$ cat config.mk
export PLATFORM = sky130hd
export DESIGN_NAME = segment_lcd_char_writer_top_flat
export DESIGN_NICKNAME = d
export VERILOG_FILES = /design/src/rtl/slcd_pkg.sv /design/src/rtl/slcd_if.sv /design/src/rtl/slcd_ctrl.sv /design/src/rtl/slcd_dp.sv /design/src/rtl/segment_lcd_char_writer_top.sv /design/src/flat_wrapper.sv
export SDC_FILE = /design/constraint.sdc
export NUM_CORES = 1
export LEC_CHECK = 0
export ABC_AREA = 1
export BUFFER_PORTS_ARGS = -buffer_cell sky130_fd_sc_hd__buf_2
export CORE_ASPECT_RATIO = 2
export CORE_MARGIN = 4
export CORE_UTILIZATION = 30
export DETAILED_ROUTE_END_ITERATION = 12
export GPL_ROUTABILITY_DRIVEN = 0
export REMOVE_ABC_BUFFERS = 1
export SETUP_SLACK_MARGIN = 0.3
export SLEW_MARGIN = 5
export SYNTH_ARGS = -nofsm -noshare
export SYNTH_HDL_FRONTEND = slang
export SYNTH_SLANG_ARGS = --single-unit
$ cat constraint.sdc
create_clock -name i_clk -period 2.5 [get_ports i_clk]
set_input_delay 0.375 -clock i_clk [delete_from_list [all_inputs] [get_ports i_clk]]
set_output_delay 0.375 -clock i_clk [all_outputs]
set_load 0.01 [all_outputs]
$ cat src/rtl/slcd_pkg.sv
// Package for the 14-segment LCD character writer.
// Holds the glyph tables, the position-to-bit map, the FSM type and the command struct.
// No dependencies.
package slcd_pkg;

    localparam int NUM_WORDS   = 8;
    localparam int WORD_W      = 32;
    localparam int IDX_W       = 3;
    localparam int NUM_SLOTS   = 6;
    localparam int GLYPH_W     = 16;
    localparam int LOC_W       = 6;

    localparam logic [GLYPH_W-1:0] POINT_MASK = 16'h0002;
    localparam logic [GLYPH_W-1:0] COLON_MASK = 16'h0020;
    localparam logic [IDX_W-1:0]   LAST_IDX   = 3'd7;

    localparam logic [GLYPH_W-1:0] LETTER_GLYPH [26] = '{
        16'hFE00, 16'h6714, 16'h1D00, 16'h4714, 16'h9D00, 16'h9C00, 16'h3F00,
        16'hFA00, 16'h0014, 16'h5300, 16'h9841, 16'h1900, 16'h5A48, 16'h5A09,
        16'h5F00, 16'hFC00, 16'h5F01, 16'hFC01, 16'hAF00, 16'h0414, 16'h5B00,
        16'h18C0, 16'h5A81, 16'h00C9, 16'h0058, 16'h05C0
    };

    localparam logic [GLYPH_W-1:0] NUMBER_GLYPH [10] = '{
        16'h5F00, 16'h4200, 16'hF500, 16'h6700, 16'hEA00,
        16'hAF00, 16'hBF00, 16'h4600, 16'hFF00, 16'hEF00
    };

    // bit 5 selects the odd word of the pair, bits 4:0 the bit in that word
    localparam logic [LOC_W-1:0] SLOT_LOC [NUM_SLOTS][4] = '{
        '{6'd4,  6'd23, 6'd22, 6'd3 },
        '{6'd6,  6'd13, 6'd12, 6'd5 },
        '{6'd15, 6'd29, 6'd28, 6'd14},
        '{6'd31, 6'd33, 6'd32, 6'd30},
        '{6'd35, 6'd25, 6'd24, 6'd34},
        '{6'd17, 6'd8,  6'd9,  6'd26}
    };

    typedef enum logic [1:0] {
        S_IDLE = 2'b01,
        S_EMIT = 2'b10
    } t_state;

    typedef struct packed {
        logic             upd;
        logic [IDX_W-1:0] idx;
    } t_cmd;

    function automatic logic [GLYPH_W-1:0] glyph_of(input logic [7:0] c);
        logic [7:0] d;
        d = 8'h00;
        unique case (c)
            8'h20: return 16'h0000;
            8'h2A: return 16'hA0DD;
            8'h28: return 16'h0028;
            8'h29: return 16'h0011;
            8'h64: return 16'hF300;
            8'h6D: return 16'hB210;
            8'h6E: return 16'h2210;
            8'hB5: return 16'h6084;
            8'h2D: return 16'hA000;
            8'h2B: return 16'hA014;
            8'h2F: return 16'h00C0;
            8'hB0: return 16'hEC00;
            8'h25: return 16'hB300;
            8'hFF: return 16'hFFDD;
            default: d = 8'h00;
        endcase
        if (c >= 8'h30 && c <= 8'h39) begin
            d = c - 8'h30;
            return NUMBER_GLYPH[d[3:0]];
        end
        if (c >= 8'h41 && c <= 8'h5A) begin
            d = c - 8'h41;
            return LETTER_GLYPH[d[4:0]];
        end
        if (c >= 8'h61 && c <= 8'h7A) begin
            d = c - 8'h61;
            return LETTER_GLYPH[d[4:0]];
        end
        return 16'h0000;
    endfunction

endpackage

$ cat src/rtl/slcd_if.sv
// Channel interfaces for the 14-segment LCD character writer.
// Depends on slcd_pkg for widths.
interface slcd_in_if;
    logic       valid;
    logic       ready;
    logic [7:0] char_code;
    logic       dot_en;
    logic       col_en;
    logic [2:0] digit_slot;

    modport source (output valid, char_code, dot_en, col_en, digit_slot, input ready);
    modport sink   (input valid, char_code, dot_en, col_en, digit_slot, output ready);
endinterface

interface slcd_out_if;
    logic                           valid;
    logic                           ready;
    logic [slcd_pkg::IDX_W-1:0]     word_index;
    logic [slcd_pkg::WORD_W-1:0]    word_value;
    logic                           last_word;

    modport source (output valid, word_index, word_value, last_word, input ready);
    modport sink   (input valid, word_index, word_value, last_word, output ready);
endinterface

$ cat src/rtl/slcd_ctrl.sv
// Controller for the 14-segment LCD character writer.
// Sequences one update and eight word transactions; depends on slcd_pkg.
module slcd_ctrl (
    input  logic             i_clk,
    input  logic             i_rst_n,
    input  logic             i_in_valid,
    output logic             o_in_ready,
    output logic             o_out_valid,
    input  logic             i_out_ready,
    output slcd_pkg::t_cmd   o_cmd
);

    slcd_pkg::t_state              r_state, n_state;
    logic [slcd_pkg::IDX_W-1:0]    r_cnt, n_cnt;
    logic                          in_hs, out_hs;

    assign o_in_ready  = (r_state == slcd_pkg::S_IDLE);
    assign o_out_valid = (r_state == slcd_pkg::S_EMIT);
    assign in_hs       = i_in_valid && o_in_ready;
    assign out_hs      = o_out_valid && i_out_ready;
    assign o_cmd.upd   = in_hs;
    assign o_cmd.idx   = r_cnt;

    always_comb begin
        n_state = r_state;
        n_cnt   = r_cnt;
        unique case (r_state)
            slcd_pkg::S_IDLE: begin
                if (in_hs) begin
                    n_state = slcd_pkg::S_EMIT;
                    n_cnt   = '0;
                end
            end
            slcd_pkg::S_EMIT: begin
                if (out_hs) begin
                    n_cnt = r_cnt + 1'b1;
                    if (r_cnt == slcd_pkg::LAST_IDX) begin
                        n_state = slcd_pkg::S_IDLE;
                    end
                end
            end
            default: begin
                n_state = slcd_pkg::S_IDLE;
                n_cnt   = '0;
            end
        endcase
    end

    always_ff @(posedge i_clk) begin
        if (!i_rst_n) begin
            r_state <= slcd_pkg::S_IDLE;
            r_cnt   <= '0;
        end else begin
            r_state <= n_state;
            r_cnt   <= n_cnt;
        end
    end

    a_accept_starts_emit: assert property (@(posedge i_clk) disable iff (!i_rst_n)
        in_hs |=> (o_out_valid && r_cnt == '0))
        else $error("accepted transaction did not start emission at word 0");

    a_last_returns_idle: assert property (@(posedge i_clk) disable iff (!i_rst_n)
        (out_hs && r_cnt == slcd_pkg::LAST_IDX) |=> o_in_ready)
        else $error("not ready after last word");

    a_stall_holds_index: assert property (@(posedge i_clk) disable iff (!i_rst_n)
        (o_out_valid && !i_out_ready) |=> (o_out_valid && $stable(r_cnt)))
        else $error("word index moved while stalled");

endmodule

$ cat src/rtl/slcd_dp.sv
// Datapath for the 14-segment LCD character writer.
// Holds the display memory, scatters glyph nibbles into it and selects the output word.
// Depends on slcd_pkg.
module slcd_dp (
    input  logic                          i_clk,
    input  logic                          i_rst_n,
    input  slcd_pkg::t_cmd                i_cmd,
    input  logic [7:0]                    i_char_code,
    input  logic                          i_dot_en,
    input  logic                          i_col_en,
    input  logic [2:0]                    i_digit_slot,
    output logic [slcd_pkg::IDX_W-1:0]    o_word_index,
    output logic [slcd_pkg::WORD_W-1:0]   o_word_value,
    output logic                          o_last_word
);

    logic [slcd_pkg::NUM_WORDS-1:0][slcd_pkg::WORD_W-1:0] r_mem, n_mem;
    logic [slcd_pkg::GLYPH_W-1:0] glyph;
    logic [3:0]                   nib;
    logic [slcd_pkg::LOC_W-1:0]   loc;
    logic [slcd_pkg::IDX_W-1:0]   w;
    logic                         slot_ok;

    assign slot_ok = (i_digit_slot < 3'(slcd_pkg::NUM_SLOTS));

    always_comb begin
        glyph = slcd_pkg::glyph_of(i_char_code);
        if (i_dot_en) glyph = glyph | slcd_pkg::POINT_MASK;
        if (i_col_en) glyph = glyph | slcd_pkg::COLON_MASK;
    end

    always_comb begin
        n_mem = r_mem;
        nib   = '0;
        loc   = '0;
        w     = '0;
        if (i_cmd.upd && slot_ok) begin
            for (int k = 0; k < 4; k++) begin
                nib = glyph[slcd_pkg::GLYPH_W-1-4*k -: 4];
                for (int b = 0; b < 4; b++) begin
                    loc = slcd_pkg::SLOT_LOC[i_digit_slot][b];
                    w   = {2'(k), loc[5]};
                    n_mem[w][loc[4:0]] = nib[b];
                end
            end
        end
    end

    always_ff @(posedge i_clk) begin
        if (!i_rst_n) begin
            r_mem <= '0;
        end else begin
            r_mem <= n_mem;
        end
    end

    assign o_word_index = i_cmd.idx;
    assign o_word_value = r_mem[i_cmd.idx];
    assign o_last_word  = (i_cmd.idx == slcd_pkg::LAST_IDX);

    a_hold_without_update: assert property (@(posedge i_clk) disable iff (!i_rst_n)
        !i_cmd.upd |=> $stable(r_mem))
        else $error("display memory changed without an update");

    a_bad_slot_no_change: assert property (@(posedge i_clk) disable iff (!i_rst_n)
        (i_cmd.upd && !slot_ok) |=> $stable(r_mem))
        else $error("out-of-range position changed display memory");

    a_single_word_pair: assert property (@(posedge i_clk) disable iff (!i_rst_n)
        (i_cmd.upd && slot_ok && i_digit_slot != 3'd3 && i_digit_slot != 3'd4)
        |=> ($stable(r_mem[1]) && $stable(r_mem[3]) && $stable(r_mem[5])
             && $stable(r_mem[7])))
        else $error("odd word changed for a position that maps to even words only");

endmodule

$ cat src/rtl/segment_lcd_char_writer_top.sv
// Top level of the 14-segment LCD character writer.
// Joins slcd_ctrl and slcd_dp; depends on slcd_pkg and slcd_if.
//
// Usage:
//   i_in  carries one character transaction: char_code, dot_en, col_en
//         and digit_slot. It is taken when valid and ready are both high.
//   o_out carries the display memory afterwards: eight transactions with
//         word_index 0 to 7, word_value, and last_word high on index 7.
// Timing: the character is scattered into the display memory in the cycle
//   it is taken; word 0 is offered the next cycle and one word per cycle
//   follows while o_out is ready. A new character is not taken until all
//   eight words of the previous one have gone out through the single
//   output word port of the display memory.
// Reset: i_rst_n low clears the display memory to blank and returns the
//   block to idle with i_in ready.
// Stall: with o_out ready low the current word and its index hold; i_in
//   stays not ready until the eighth word has gone.
module segment_lcd_char_writer_top (
    input  logic         i_clk,
    input  logic         i_rst_n,
    slcd_in_if.sink      i_in,
    slcd_out_if.source   o_out
);

    slcd_pkg::t_cmd cmd;

    slcd_ctrl u_ctrl (
        .i_clk       (i_clk),
        .i_rst_n     (i_rst_n),
        .i_in_valid  (i_in.valid),
        .o_in_ready  (i_in.ready),
        .o_out_valid (o_out.valid),
        .i_out_ready (o_out.ready),
        .o_cmd       (cmd)
    );

    slcd_dp u_dp (
        .i_clk        (i_clk),
        .i_rst_n      (i_rst_n),
        .i_cmd        (cmd),
        .i_char_code  (i_in.char_code),
        .i_dot_en     (i_in.dot_en),
        .i_col_en     (i_in.col_en),
        .i_digit_slot (i_in.digit_slot),
        .o_word_index (o_out.word_index),
        .o_word_value (o_out.word_value),
        .o_last_word  (o_out.last_word)
    );

endmodule

$ cat src/flat_wrapper.sv
// flat-port wrapper written by rule: the top's interface ports become plain ports
module segment_lcd_char_writer_top_flat 
  (i_clk, i_rst_n, i_in_valid, i_in_char_code, i_in_dot_en, i_in_col_en, i_in_digit_slot, i_in_ready, o_out_valid, o_out_word_index, o_out_word_value, o_out_last_word, o_out_ready);
  slcd_in_if i_in_i ();
  slcd_out_if o_out_i ();
  input  logic i_clk;
  input  logic i_rst_n;
  input wire logic [$bits(i_in_i.valid)-1:0] i_in_valid;
  input wire logic [$bits(i_in_i.char_code)-1:0] i_in_char_code;
  input wire logic [$bits(i_in_i.dot_en)-1:0] i_in_dot_en;
  input wire logic [$bits(i_in_i.col_en)-1:0] i_in_col_en;
  input wire logic [$bits(i_in_i.digit_slot)-1:0] i_in_digit_slot;
  output wire logic [$bits(i_in_i.ready)-1:0] i_in_ready;
  output wire logic [$bits(o_out_i.valid)-1:0] o_out_valid;
  output wire logic [$bits(o_out_i.word_index)-1:0] o_out_word_index;
  output wire logic [$bits(o_out_i.word_value)-1:0] o_out_word_value;
  output wire logic [$bits(o_out_i.last_word)-1:0] o_out_last_word;
  input wire logic [$bits(o_out_i.ready)-1:0] o_out_ready;
  assign i_in_i.valid = i_in_valid;
  assign i_in_i.char_code = i_in_char_code;
  assign i_in_i.dot_en = i_in_dot_en;
  assign i_in_i.col_en = i_in_col_en;
  assign i_in_i.digit_slot = i_in_digit_slot;
  assign i_in_ready = i_in_i.ready;
  assign o_out_valid = o_out_i.valid;
  assign o_out_word_index = o_out_i.word_index;
  assign o_out_word_value = o_out_i.word_value;
  assign o_out_last_word = o_out_i.last_word;
  assign o_out_i.ready = o_out_ready;
  segment_lcd_char_writer_top u_core (.i_clk(i_clk), .i_rst_n(i_rst_n), .i_in(i_in_i), .o_out(o_out_i));
endmodule
; ---- Word-level counts from Yosys, hierarchy flattened
; Memory sizes are Yosys's and may differ from the RTL's.
; Cells that the tools add are included.
[word_totals]
elab_cells = 216
input_bits = 17
register_bits = 261
memories = 4
mem_bits_ro = 1472
output_inout_bits = 38
[memory_table]
columns = name, depth, word_bits, read_ports, rd_ports_with_merged_regs, write_ports, line_no
row1 = (no name shown), 32, 16, 1, 0, 0, slcd_pkg.sv:79  ; return LETTER_GLYPH[d[4:0]];
row2 = (no name shown), 32, 16, 1, 0, 0, slcd_pkg.sv:75  ; return LETTER_GLYPH[d[4:0]];
row3 = (no name shown), 16, 16, 1, 0, 0, slcd_pkg.sv:71  ; return NUMBER_GLYPH[d[3:0]];
row4 = (no name shown), 8, 24, 1, 0, 0, slcd_dp.sv:41  ; loc = slcd_pkg::SLOT_LOC[i_digit_slot][b];
[classes]
eq_ne = 20
order_cmp = 52
reduce_logical = 29
addsub = 4
n_mux = 93
bitwise_logic = 4
[op_table]
columns = cell, count
row1 = bitwise mux 256 bit, 16
row2 = two-way mux 32 bit, 17
row3 = demux 32 bit (select 1 bit), 16
row4 = case mux 16 bit (14 select lines), 1
row5 = two-way mux 16 bit, 13
row6 = binary-select mux 32 bit (select 3 bit), 1
row7 = == test 8 x 6 -> 1 bit (second input constant), 8
row8 = two-way mux 24 bit, 2
row9 = < comparator 3 x 4 -> 1 bit (second input constant), 9
row10 = logical AND 1 bit, 26
row11 = == test 8 x 7 -> 1 bit (second input constant), 3
row12 = == test 8 bit (second input constant), 3
row13 = greater-or-equal comparator 3 x 1 -> 1 bit (second input constant), 8
row14 = < comparator 5 x 6 -> 1 bit (second input constant), 4
row15 = demux 1 bit (select 5 bit), 4
row16 = greater-or-equal comparator 5 x 1 -> 1 bit (second input constant), 4
row17 = greater-or-equal comparator 8 x 7 -> 1 bit (second input constant), 2
row18 = <= comparator 8 x 7 -> 1 bit (second input constant), 2
row19 = < comparator 1 x 4 -> 1 bit (second input constant), 4
row20 = < comparator 2 x 4 -> 1 bit (second input constant), 4
row21 = two-way mux 1 bit, 14
row22 = OR reduction 14 bit, 1
row23 = greater-or-equal comparator 6 bit (second input constant), 2
row24 = NOT 5 -> 6 bit, 2
row25 = 24 further kinds, 36

; ---- Longest topological paths before layout
; Gate-level depths: netlist (run 1).
[logic_depth]
depth_word = 29
ltp_mapped = 19
ltp_nobuf = 18

; ---- Modules after synthesis
; From an unflattened synthesis (run 1), not the netlist that was laid out.
[hier_totals]
cells_unflattened = 2154
area_unflattened_um2 = 14104.8
[by_module_without_submodules]
columns = mod, instances, cells_per_inst, area_per_inst_um2, seq_area_each_um2
row1 = slcd_dp, 1, 2113, 13798.2, 5124.9
row2 = slcd_ctrl, 1, 41, 306.5, 100.1

; ---- Worst setup path after synthesis (run 1)
; No wires, ideal clock.
[synth_timing]
path_kind = input-to-reg
start = in i_in_char_code[0]
end = reg u_core.u_dp.r_mem[37] in the netlist's numbering
setup_time_ns = 0.115
n_path_buf = 1
stages = 15
t_required_ns = 2.385
path_slack_ns = 0.059
t_arrival_ns = 2.326
path_cell_list = inv_1 > ha_1 > ha_1 > clkinv_1 > ha_1 > inv_1 > nand2_1 > nand3_1 > nand2_1 > nand3_2 > nand2_2 > inv_2 > buf_4 > o21ai_0 > inv_1
[synth_via]
elab_chain_len = 28
elab_cells_between_ends = 75
cone_classes = 3 x add/sub / 6 x order compare / 14 x eq/ne / 42 x mux / 3 x bitwise / 4 x reduce/logical / 3 x memory
[synth_lines]
columns = element, line_no
row1 = "start, declared", flat_wrapper.sv:9  ; input wire logic [$bits(i_in_i.char_code)-1:0] i_in_char_code;
row2 = subtractor 4 x 1 -> 4 bit, slcd_pkg.sv:70  ; d = c - 8'h30;
row3 = NOT 4 -> 5 bit (not written as such), slcd_pkg.sv:71
row4 = memory (16 x 16 bit), --
row5 = two-way mux 16 bit (not written as such) (2 in series), slcd_pkg.sv:71
row6 = two-way mux 16 bit, slcd_pkg.sv:69  ; if (c >= 8'h30 && c <= 8'h39) begin
row7 = two-way mux 16 bit, slcd_pkg.sv:73  ; if (c >= 8'h41 && c <= 8'h5A) begin
row8 = two-way mux 16 bit, slcd_pkg.sv:77  ; if (c >= 8'h61 && c <= 8'h7A) begin
row9 = two-way mux 16 bit, slcd_pkg.sv:81  ; return 16'h0000;
row10 = two-way mux 16 bit, slcd_pkg.sv:77
row11 = two-way mux 16 bit, slcd_pkg.sv:73
row12 = two-way mux 16 bit *, slcd_pkg.sv:69
row13 = bitwise mux 256 bit (15 in series), slcd_dp.sv:43  ; n_mem[w][loc[4:0]] = nib[b];
row14 = bitwise mux 256 bit *, slcd_dp.sv:43
row15 = "end signal, assigned", slcd_dp.sv:53  ; r_mem <= n_mem;
row16 = "end, declared", slcd_dp.sv:17  ; logic [slcd_pkg::NUM_WORDS-1:0][slcd_pkg::WORD_W-1:0] r_mem, n_mem;
; Every way passes the cells marked *; elsewhere a longest branch is shown, timed or not. The select of a mux whose other input is x is not followed.
; A chain may end at the register's enable or synchronous reset.

; ---- Worst setup path in the final report (run 1)
[layout_timing]
start = reg u_core.u_ctrl.r_cnt[0] in the netlist's numbering
end = out o_out_word_value[22]
[layout_via]
elab_chain_len = 2
[layout_lines]
columns = element, line_no
row1 = "start, declared", slcd_ctrl.sv:14  ; logic [slcd_pkg::IDX_W-1:0] r_cnt, n_cnt;
row2 = "start signal, assigned", slcd_ctrl.sv:55  ; r_cnt <= n_cnt;
row3 = binary-select mux 32 bit (select 3 bit), slcd_dp.sv:58  ; assign o_word_value = r_mem[i_cmd.idx];
row4 = two-way mux 32 bit (not written as such), slcd_dp.sv:58
row5 = "end, declared", flat_wrapper.sv:16  ; output wire logic [$bits(o_out_i.word_value)-1:0] o_out_word_value;
; No other way between the ends. The select of a mux whose other input is x is not followed.

==> results of run 1 <==
[critical path: stages, from the launching register on]
cell and delay [ps]:
dfxtp_4 540, inv_12 110, buf_16 180, buf_12 130, a21oi_2 100, o21ai_1 70, nand2_1 60, nor2_1 40
a31oi_1 200, buf_2 170
[logic make-up after synthesis]
group | synth area share (%)
and+or+nand+nor | 22.3
AOI/OAI and AO/OA | 25.8
buffers and inverters | 14.2
DFF | 36.1
adders and majority gates | 1.64
[cells in the mapped netlist, types with 2 or more instances]
| library cell | instances | area, sq um |
|---|---|---|
| inv_1 | 354 | 1330 |
| nand2_1 | 351 | 1320 |
| dfxtp_1 | 261 | 5230 |
| o21ai_0 | 259 | 1300 |
| a21oi_1 | 248 | 1240 |
| nor2_1 | 212 | 796 |
| nand3_1 | 90 | 450 |
| clkbuf_1 | 80 | 300 |
| a31oi_1 | 58 | 363 |
| o211ai_1 | 39 | 293 |
| o21ai_1 | 26 | 130 |
| inv_2 | 22 | 82.6 |
| nand2_2 | 22 | 138 |
| ha_1 | 19 | 238 |
| nor2_2 | 19 | 119 |
| buf_6 | 15 | 169 |
| o22ai_1 | 15 | 93.8 |
| nor2_4 | 13 | 146 |
| buf_1 | 12 | 45.0 |
| buf_2 | 9 | 45.0 |
| nand3_2 | 8 | 80.1 |
| a21oi_2 | 7 | 61.3 |
| a211oi_1 | 6 | 45.0 |
| buf_4 | 6 | 45.0 |
| o31ai_1 | 6 | 45.0 |
| nand2_4 | 5 | 56.3 |
| nor3_1 | 5 | 25.0 |
| a21oi_4 | 4 | 65.1 |
| clkinv_1 | 4 | 15.0 |
| or2_2 | 4 | 25.0 |
| a221oi_1 | 3 | 26.3 |
| nand4_1 | 3 | 18.8 |
| and2_1 | 2 | 12.5 |
| o21bai_1 | 2 | 15.0 |
[sequential cells by signal, indices dropped and copies added (netlist names)]
signal                 cells
u_core.u_dp.r_mem        256
u_core.u_ctrl.r_cnt        3
u_core.u_ctrl.r_state      2
[through the flow]
stage / power, mW / std cells
2_1_floorplan: 5.55 / 2079
3_3_place_gp: 6.64 / 2921
3_5_place_dp: 6.66 / 2921
4_1_cts: 10.7 / 2984
5_1_grt: 11.2 / 2988
6_report: 10.8 / 2988
[repair_timing]
action / 4_1_cts / 5_1_grt
pin swaps: 17 / 20
hold endpoints to repair: 0 / 0
gates cloned: 13 / 2
buffers inserted: 11 / 2
gates resized for setup: 80 / 61
setup endpoints to repair: 37 / 114
[power breakdown]
part / internal [mW] / switching (mW)
registers: 4.22 / 0.0655
logic: 1.07 / 1.82
clock network: 1.99 / 1.63
[cell type report]
class | count | area (sq um) | area share, %
Timing Repair Buffer | 236 | 2250 | 12.6
Clock buffer | 31 | 636 | 3.54
Timing Repair inverter | 2 | 17.5 | 0.0976
Inverter | 382 | 1460 | 8.15
Multi-Input combinational cell | 1436 | 7450 | 41.6
Tap cell | 632 | 791 | 4.41
Sequential cell | 261 | 5230 | 29.2
Clock inverter | 8 | 92.6 | 0.516
[metal layers]
metal,up-vias,wire length (microns)
li1,7385,-
met1,7142,18700
met2,651,28300
met3,251,3450
met4,2,5140
met5,-,12
[placed cells by master (no fill, tap or decap), types with 13 or more instances in the layout]
cell type	n
o211ai_1	39
nand2_1	350
nor2_2	24
nand2_2	23
buf_16	13
dfxtp_1	259
buf_12	19
clkbuf_16	25
o22ai_1	13
inv_2	24
a21oi_2	18
o21ai_0	220
inv_1	352
ha_1	17
a21oi_1	234
buf_4	135
nor2_4	18
a31oi_1	49
buf_2	53
o21ai_1	54
nand3_1	90
nor2_1	202
[final timing paths]
path,depth (start not counted),end,slack [ps],start
hold reg to reg,2,u_core.u_dp.r_mem[250]$_SDFFE_PN0P_,420,u_core.u_dp.r_mem[250]$_SDFFE_PN0P_
setup / recovery,9,o_out_word_value[22],-20,u_core.u_ctrl.r_cnt[0]$_SDFFE_PN0P_
hold / removal,5,u_core.u_ctrl.r_state[1]$_SDFFE_PN0P_,220,i_in_valid
setup reg to reg,11,u_core.u_dp.r_mem[28]$_SDFFE_PN0P_,420,u_core.u_ctrl.r_state[0]$_SDFFE_PN1P_
==> results.txt, run 1 <==
----------------------------------------------------
[Global route]
  Gr busiest metal ... met2
  Global-route track usage on met2 ... 37.2%
  Global-route met3 utilization ... 2.44%
  Met1 capacity usage during global routing ... 20.6%
  GRT overflow ... 0
  Via count of the first global-routing pass ... 15.1k
  Maximum number of pins on one net before global-route repair ... 85
  Antenna violations before repair ... 1
  Global-route wire length before repair ... 83.5 mm
  Combined global-route utilization of all metal layers ... 20.4%

[Status]
  Violations in the final reports ... setup timing
  Outcome ... complete, but fails checks

[Drt]
  Length of the first detailed-routing pass in iterations ... 6
  Starting DRC count in detailed routing ... 1156
  Via count of the routed design ... 15.4k
  Count of antenna-violating nets left after detailed routing ... 0
  Routed Wire Length ... 55.6 mm
  Routed wire per std cell ... 18.6 microns
  DRC errors left ... 0
  Routed via count divided by cell count ... 5.16

[Power]
  Leak pwr ... 8.31 nW
  Max rail drop VDD ... 377 uV
  Power per cell area ... 602 mW/mm^2

[Floorplan]
  Y dimension of the die ... 319 microns
  Die outline width ... 163 microns
  Initial cell density of the core ... 30.4%
  Total die area ... 0.0521 sq mm
  Placeable core region ... 0.0476 sq mm
  I/O pin total ... 55
  Std-Cell Rows ... 113

[Clocking]
  CTS Root Cell ... clkbuf_16
  CTS Buf Count ... 23
  Clock latency at the later pin of the worst-skew pair ... 520 ps
  CTS tree ... done
  Clock transition at the register clock pins on the worst setup and hold paths after CTS ... 70 ps
  Hold buffer count at CTS ... 0
  Maximum clock insertion buffer count ... 3
  Clock sink total ... 261
  H-Tree Depth ... 1

[Synthesis]
  Number of flops mapped to enable cells by yosys ... 0
  Area of the mapped netlist ... 0.0145 sq mm
  Synth async-reset ratio ... 0%
  Yosys warning total ... 0
  Average footprint of a synthesized cell ... 6.58 sq um
  Seq/Total Area, Yosys ... 36.1%
  Number of standard cells after synthesis ... 2202
  Predominant post-synthesis flop cell ... dfxtp_1
  Netlist cell types ... 47
  Number of synthesized register bits ... 261

[Timing]
  Setup repair after global routing missed its margin ... yes
  Max_slew headroom ... 47.2%
  Max Clock Skew ... 6.86 ps
  Worst setup slack after layout ... -24.0 ps
  Tmin final ... 2520 ps
  Hold Fails Final Rpt ... 0
  Count of final max-slew check failures ... 0
  Slew at the pin closest to its max-slew limit ... 790 ps
  Setup violations, final ... 1
  Setup TNS ... -24.0 ps
  Part of the cycle the worst path needs ... 101%
  Worst hold slack ... 222 ps
  Upper clock frequency limit ... 0.396 GHz

[Worst setup path]
  Crit path arrival time ... 2150 ps
  CP Max Fanout ... 8
  Required time of the critical path ... 2120 ps
  Launching element type of the critical path ... flop
  WS Path Type ... reg -> out
  Nature of the critical path endpoint ... output port

[Place]
  Worst setup slack after placement ... -309 ps
  Total of buffers placed on input and output ports ... 54
  Post-DP Area ... 0.0163 sq mm
  Detailed-placement wirelength estimate ... 36.2 mm

[Cells and area]
  # fillers ... 4986
  ANT cells ... 0
  Number of nets in the layout ... 2378
  Final design utilization ... 37.7%
  Post-route cell area ... 0.0179 sq mm
  Fraction of final layout cells with drive strength greater than 1 ... 18.7%
  Area growth from synthesis to layout ... 23.8%

[Flow run]
  Max-cap viol count ... 0

[Worst hold path]
  Type of the tightest min-delay check ... in -> reg

----------------------------------------------------
(Power assumes the default switching activity.)
==> run 2, diff against run 1 <==
Clock period 2.5 ns to 2.75 ns, I/O delays scaled along.
==> run 2 against run 1 <==
Via count shrank 1.9%. The run now ends clean. Worst setup slack improved by 230 ps. Critical endpoint is now o_out_word_value[17]. Critical path depth shrank 1. Highest routed layer unchanged. Sequential power shrank 9.6%. Largest power group unchanged. Clock power down 6.4%. Utilization fell by 1.2 points. Final cell count fell by 2.2%. Largest cell class unchanged. Sequential share of layout area rose by 0.96 points. Total power shrank 9.3%.
==> results.txt, run 2 (same netlist as run 1, synthesis figures left out) <==
----------------------------------------------------
[Power]
  Sequential share of power ... 39.6%
  Power per cell area ... 564 mW/mm^2
  Proportion of total power due to net switching ... 32.5%
  Switching power of the nets ... 3.18 mW
  Total power after layout ... 9.80 mW
  Clk network pwr share ... 34.5%
  Share of power burned in combinational logic ... 26.0%
  Internal power of the cells ... 6.61 mW
  Max rail drop VDD ... 401 uV
  Leak pwr ... 8.01 nW

[Drt]
  Routed via count divided by cell count ... 5.18
  Routed wire per std cell ... 18.6 microns
  Count of antenna-violating nets left after detailed routing ... 0
  Via count of the routed design ... 15.1k
  Length of the first detailed-routing pass in iterations ... 7
  Routed Wire Length ... 54.3 mm
  Starting DRC count in detailed routing ... 946
  DRC errors left ... 0

[Timing]
  Tmin final ... 2550 ps
  Count of final max-slew check failures ... 0
  Part of the cycle the worst path needs ... 92.7%
  Setup violations, final ... 0
  Setup repair after global routing missed its margin ... yes
  Max_slew headroom ... 49.1%
  Max Clock Skew ... 7.75 ps
  Hold Fails Final Rpt ... 0
  Slew at the pin closest to its max-slew limit ... 763 ps
  Upper clock frequency limit ... 0.392 GHz

[Global route]
  Met1 capacity usage during global routing ... 20.4%
  Global-route track usage on met2 ... 35.8%
  Maximum number of pins on one net before global-route repair ... 111
  Global-route met3 utilization ... 2.20%
  GRT overflow ... 0
  Global-route wire length before repair ... 80.9 mm
  Via count of the first global-routing pass ... 14.6k
  Antenna violations before repair ... 2
  Gr busiest metal ... met2
  Combined global-route utilization of all metal layers ... 19.7%

[Clocking]
  CTS Buf Count ... 23
  Clock transition at the register clock pins on the worst setup and hold paths after CTS ... 70 ps
  H-Tree Depth ... 1
  Clock latency at the later pin of the worst-skew pair ... 530 ps
  Maximum clock insertion buffer count ... 3
  CTS Root Cell ... clkbuf_16
  CTS tree ... done
  Clock sink total ... 261

[Floorplan]
  Initial cell density of the core ... 30.4%
  Placeable core region ... 0.0476 sq mm
  I/O pin total ... 55
  Y dimension of the die ... 319 microns
  Std-Cell Rows ... 113
  Total die area ... 0.0521 sq mm
  Die outline width ... 163 microns

[Worst setup path]
  Crit path arrival time ... 2140 ps
  Number of cells on the worst reg-to-reg path ... 11
  Required time of the critical path ... 2340 ps
  Critical path's slowest cell ... dfxtp_4
  Worst r2r dst ... u_core.u_dp.r_mem[28]$_SDFFE_PN0P_
  Launching element type of the critical path ... flop
  CP Max Fanout ... 15
  Launching point of the worst reg2reg path ... u_core.u_ctrl.r_state[0]$_SDFFE_PN1P_
  CP peak stage delay ... 370 ps
  List of cells traversed by the critical path ... buf_12 -> inv_16 -> buf_16 -> o21ai_0 -> o22ai_1 -> nor2_1 -> a31oi_2 -> buf_2
  Worst-case register-to-register setup slack ... 460 ps
  Nature of the critical path endpoint ... output port
  WS Path Type ... reg -> out

[Worst hold path]
  Origin of the worst min-delay path ... i_in_valid
  End of the worst hold path ... u_core.u_ctrl.r_state[1]$_SDFFE_PN0P_
  Type of the tightest min-delay check ... in -> reg
  Hold Path Depth ... 5

[Cells and area]
  Area growth from synthesis to layout ... 19.9%
  Flip-flop count of the largest register, all copies and words added ... 256
  Post-route cell area ... 0.0174 sq mm
  Register bank with the most flops ... u_core.u_dp.r_mem
  Most frequent standard cell in the layout excluding fill and tap cells ... inv_1
  # fillers ... 5023
  Number of nets in the layout ... 2314
  Most used cells in the layout excluding fill and tap cells ... inv_1 (352), nand2_1 (349), dfxtp_1 (259), a21oi_1 (240), o21ai_0 (238)
  Fraction of final layout cells with drive strength greater than 1 ... 15.1%
  Filler-free cell count of the finished design ... 2923
  Largest registers ... u_core.u_dp.r_mem: 256 flops, u_core.u_ctrl.r_cnt: 3 flops, u_core.u_ctrl.r_state: 2 flops
  ANT cells ... 0

[Flow run]
  Max-cap viol count ... 0

[Place]
  Total of buffers placed on input and output ports ... 54
  Placed insts ... 2860
  Post-DP Area ... 0.0159 sq mm
  Detailed-placement wirelength estimate ... 34.6 mm

[Status]
  Outcome ... finished, final reports clean

----------------------------------------------------
==> run 2: cell count changes in the layout (fill, tap and decap cells not counted), sizes merged <==
cell and change:
inv -1, clkbuf +3, clkinv -1, buf -66
==> run 2: worst max-delay path by stage <==
stage | endpoint | startpoint | slack, ps
floorplan | o_out_word_value[9] | u_core.u_ctrl.r_cnt[0]$_SDFFE_PN0P_ | -3350
global placement | u_core.u_dp.r_mem[198]$_SDFFE_PN0P_ | i_in_char_code[0] | 110
detailed placement | u_core.u_dp.r_mem[196]$_SDFFE_PN0P_ | i_in_char_code[0] | 60
CTS | o_out_word_value[18] | u_core.u_ctrl.r_cnt[0]$_SDFFE_PN0P_ | 220
global route | o_out_word_value[5] | u_core.u_ctrl.r_cnt[0]$_SDFFE_PN0P_ | 150
finish | o_out_word_value[17] | u_core.u_ctrl.r_cnt[0]$_SDFFE_PN0P_ | 200
==> run 2: per-stage QoR <==
| step | hold WS [ps] | utilization, % | setup TNS, ps | setup WS, ps |
|---|---|---|---|---|
| final | 259 | 36.5 | 0 | 201 |
| after global routing | 293 | 36.5 | 0 | 154 |
| after global placement | 410 | 33.3 | 0 | 114 |
| after floorplan | 403 | - | -119460 | -3350 |
| after detailed placement | 414 | 33.3 | 0 | 62.3 |
| after CTS | 252 | 36.0 | 0 | 218 |
==> run 2: timing repair <==
item	CTS	global route
cloned	11	5
hold buffers	0	0
setup buffers	8	1
pin swaps	6	13
endpoints found under the setup margin	32	38
resized for setup	47	27
==> run 2: power groups by stage <==
stage	Clock, mW	Sequential [mW]	Combinational, mW
after global routing	3.57	3.88	2.70
after floorplan	0	4.01	1.03
final	3.38	3.87	2.55
after CTS	3.42	3.87	2.41
after global placement	0	3.96	1.99
after detailed placement	0	3.96	2.01
==> run 2: metal layers <==
layer	wire length [microns]	part of all wire [%]
met5	28	0.052
met4	5220	9.6
met3	3070	5.6
met2	27300	50
met1	18700	34
==> run 2: cell type report <==
type	instances	area, sq um	share of cell area (%)
clock buffer	31	656	3.77
inverter	382	1470	8.46
multi-input combinational	1436	7300	42.0
sequential	261	5230	30.1
tap	632	791	4.55
timing repair inverter	1	8.76	0.0504
clock inverter	7	98.8	0.569
timing repair buffer	173	1810	10.4
==> run 2: critical path, delay by kind of cell, from the launching register on <==
family	cells	cell delay, ps
AOI/OAI and AO/OA	3	480
buffers and inverters	4	650
DFF	1	370
and+or+nand+nor	1	80
==> run 3, diff against run 2 <==
Settings changed: CTS_CLUSTER_SIZE set to 40, PLACE_DENSITY set to 0.45.
==> run 3 against run 2 <==
Sequential cell count did not move. Critical endpoint is now o_out_word_value[21]. Total power increased by 4.4%. Worst setup slack gained 56 ps. Critical path type unchanged.
==> results.txt, run 3 (same netlist as run 1, synthesis figures left out) <==
----------------------------------------------------
[Drt]
  Via count of the routed design ... 14.9k
  Length of the first detailed-routing pass in iterations ... 6
  Routed Wire Length ... 58.2 mm
  Routed via count divided by cell count ... 5.02
  DRC errors left ... 0
  Starting DRC count in detailed routing ... 967
  Count of antenna-violating nets left after detailed routing ... 0
  Routed wire per std cell ... 19.6 microns

[Clocking]
  CTS tree ... done
  Maximum clock insertion buffer count ... 3
  Clock transition at the register clock pins on the worst setup and hold paths after CTS ... 60 ps
  H-Tree Depth ... 1
  Clock sink total ... 261
  CTS Buf Count ... 26
  CTS Root Cell ... clkbuf_16
  Hold buffer count at CTS ... 0
  Clock latency at the later pin of the worst-skew pair ... 550 ps

[Cells and area]
  Number of nets in the layout ... 2359
  Most used cells in the layout excluding fill and tap cells ... inv_1 (352), nand2_1 (347), dfxtp_1 (259), a21oi_1 (227), o21ai_0 (211)
  Largest registers ... u_core.u_dp.r_mem: 256 flops, u_core.u_ctrl.r_cnt: 3 flops, u_core.u_ctrl.r_state: 2 flops
  Fraction of final layout cells with drive strength greater than 1 ... 18.0%
  Flip-flop count of the largest register, all copies and words added ... 256
  Register bank with the most flops ... u_core.u_dp.r_mem
  Filler-free cell count of the finished design ... 2973
  Most frequent standard cell in the layout excluding fill and tap cells ... inv_1
  Post-route cell area ... 0.0181 sq mm
  Area growth from synthesis to layout ... 24.9%
  Final design utilization ... 38.0%

[Power]
  Leak pwr ... 8.35 nW
  Power per cell area ... 565 mW/mm^2
  Max rail drop VDD ... 410 uV

[Worst setup path]
  Crit. path cell count ... 8
  Worst-case register-to-register setup slack ... 560 ps
  Startpoint of the most critical setup path ... u_core.u_ctrl.r_cnt[0]$_SDFFE_PN0P_
  Worst Setup EP ... o_out_word_value[21]
  CP Max Fanout ... 6
  Buf/Inv on CP ... 4
  Crit path arrival time ... 2080 ps
  Nature of the critical path endpoint ... output port
  Number of cells on the worst reg-to-reg path ... 9
  WS Path Type ... reg -> out
  Critical path's slowest cell ... dfxtp_4
  List of cells traversed by the critical path ... buf_12 -> buf_12 -> buf_12 -> o21ai_0 -> o22ai_1 -> nor2_1 -> a31oi_2 -> buf_2
  Worst r2r dst ... u_core.u_dp.r_mem[45]$_SDFFE_PN0P_
  CP peak stage delay ... 380 ps
  Most used cell, CP ... buf_12
  Launching point of the worst reg2reg path ... u_core.u_ctrl.r_state[0]$_SDFFE_PN1P_
  Category of cells accounting for the largest share of critical-path delay ... buffers and inverters
  Required time of the critical path ... 2340 ps
  Launching element type of the critical path ... flop

[Floorplan]
  Initial cell density of the core ... 30.4%
  Placeable core region ... 0.0476 sq mm
  Total die area ... 0.0521 sq mm
  Die outline width ... 163 microns
  Std-Cell Rows ... 113
  I/O pin total ... 55
  Y dimension of the die ... 319 microns

[Worst hold path]
  Type of the tightest min-delay check ... in -> reg

[Flow run]
  Max-cap viol count ... 0

[Timing]
  Setup violations, final ... 0
  Max Clock Skew ... 10.1 ps
  Slew at the pin closest to its max-slew limit ... 732 ps
  Setup TNS ... 0 ps
  Worst hold slack ... 233 ps
  Count of final max-slew check failures ... 0
  Upper clock frequency limit ... 0.401 GHz
  Max_slew headroom ... 51.2%
  Hold Fails Final Rpt ... 0
  Tmin final ... 2490 ps
  Part of the cycle the worst path needs ... 90.7%
  Setup repair after global routing missed its margin ... yes

[Place]
  Detailed-placement wirelength estimate ... 38.3 mm
  Total of buffers placed on input and output ports ... 54
  Placed insts ... 2884
  Post-DP Area ... 0.0161 sq mm

[Status]
  Outcome ... finished, final reports clean

[Global route]
  Global-route wire length before repair ... 86.3 mm
  GRT overflow ... 0
  Antenna violations before repair ... 2
  Via count of the first global-routing pass ... 14.5k
  Combined global-route utilization of all metal layers ... 21.4%
  Maximum number of pins on one net before global-route repair ... 147

----------------------------------------------------
-- run 3: changes by cell type in the layout (fill, tap and decap cells not counted), sizes merged --
cell      before  now
buf          167  205
clkbuf        36   44
clkinv         6    9
diode          0    2
bufinv         2    1
clkinvlp       1    0
inv          381  382
-- run 3: metal layers --
metal  global-route usage (%)  vias to the layer above  wire length, microns
li1                         -                     7358                     -
met1                     23.3                     7050                 21600
met2                     40.7                      382                 31200
met3                     2.34                      130                  2470
met4                     9.51                        2                  2800
met5                        0                        -                    15
-- run 3: worst min-delay path by stage --
stage | startpoint | end | slack [ps] | cells after the start
floorplan | u_core.u_dp.r_mem[168]$_SDFFE_PN0P_ | u_core.u_dp.r_mem[168]$_SDFFE_PN0P_ | 400 | 2
global placement | u_core.u_dp.r_mem[168]$_SDFFE_PN0P_ | u_core.u_dp.r_mem[168]$_SDFFE_PN0P_ | 410 | 2
detailed placement | u_core.u_dp.r_mem[203]$_SDFFE_PN0P_ | u_core.u_dp.r_mem[203]$_SDFFE_PN0P_ | 410 | 2
CTS | i_in_valid | u_core.u_ctrl.r_state[1]$_SDFFE_PN0P_ | 220 | 5
global route | i_in_valid | u_core.u_ctrl.r_state[1]$_SDFFE_PN0P_ | 260 | 5
finish | i_in_valid | u_core.u_ctrl.r_state[1]$_SDFFE_PN0P_ | 230 | 5
-- run 3: worst register-to-register path, stage by stage (launching register included) --
cell      delay [ps]
dfxtp_1          330
inv_1             60
nor2_4           100
nand2_1          290
a21oi_4          240
buf_4            380
buf_4            390
nand3_1          130
o211ai_1         110
inv_1             60
-- run 3: what timing repair did --
action | CTS | global route
resized for setup | 79 | 77
pin swaps | 21 | 28
buffers inserted | 20 | 4
setup endpoints to repair | 32 | 51
gates cloned | 12 | 7
-- run 3: final cells by class --
type	count	area [sq um]
Timing Repair inverter	3	38.8
Fill cell	5121	29600
Multi-Input combinational cell	1436	7440
Tap cell	632	791
Sequential cell	261	5230
Clock inverter	7	63.8
Inverter	382	1470
Antenna cell	2	5.00
Clock buffer	37	743
Timing Repair Buffer	213	2310
-- run 3: report_power, final --
part,internal (mW),switching (mW)
Clock,1.97,1.60
Sequential,3.84,0.0432
Combinational,1.07,1.70
Total,6.88,3.35
-- run 3: through the flow --
step | setup WS, ps | total power [mW]
after global placement | -30.7 | 6.11
after floorplan | -3350 | 5.04
final | 257 | 10.2
after CTS | 234 | 10.1
after detailed placement | -41.2 | 6.11
after global routing | 196 | 10.6
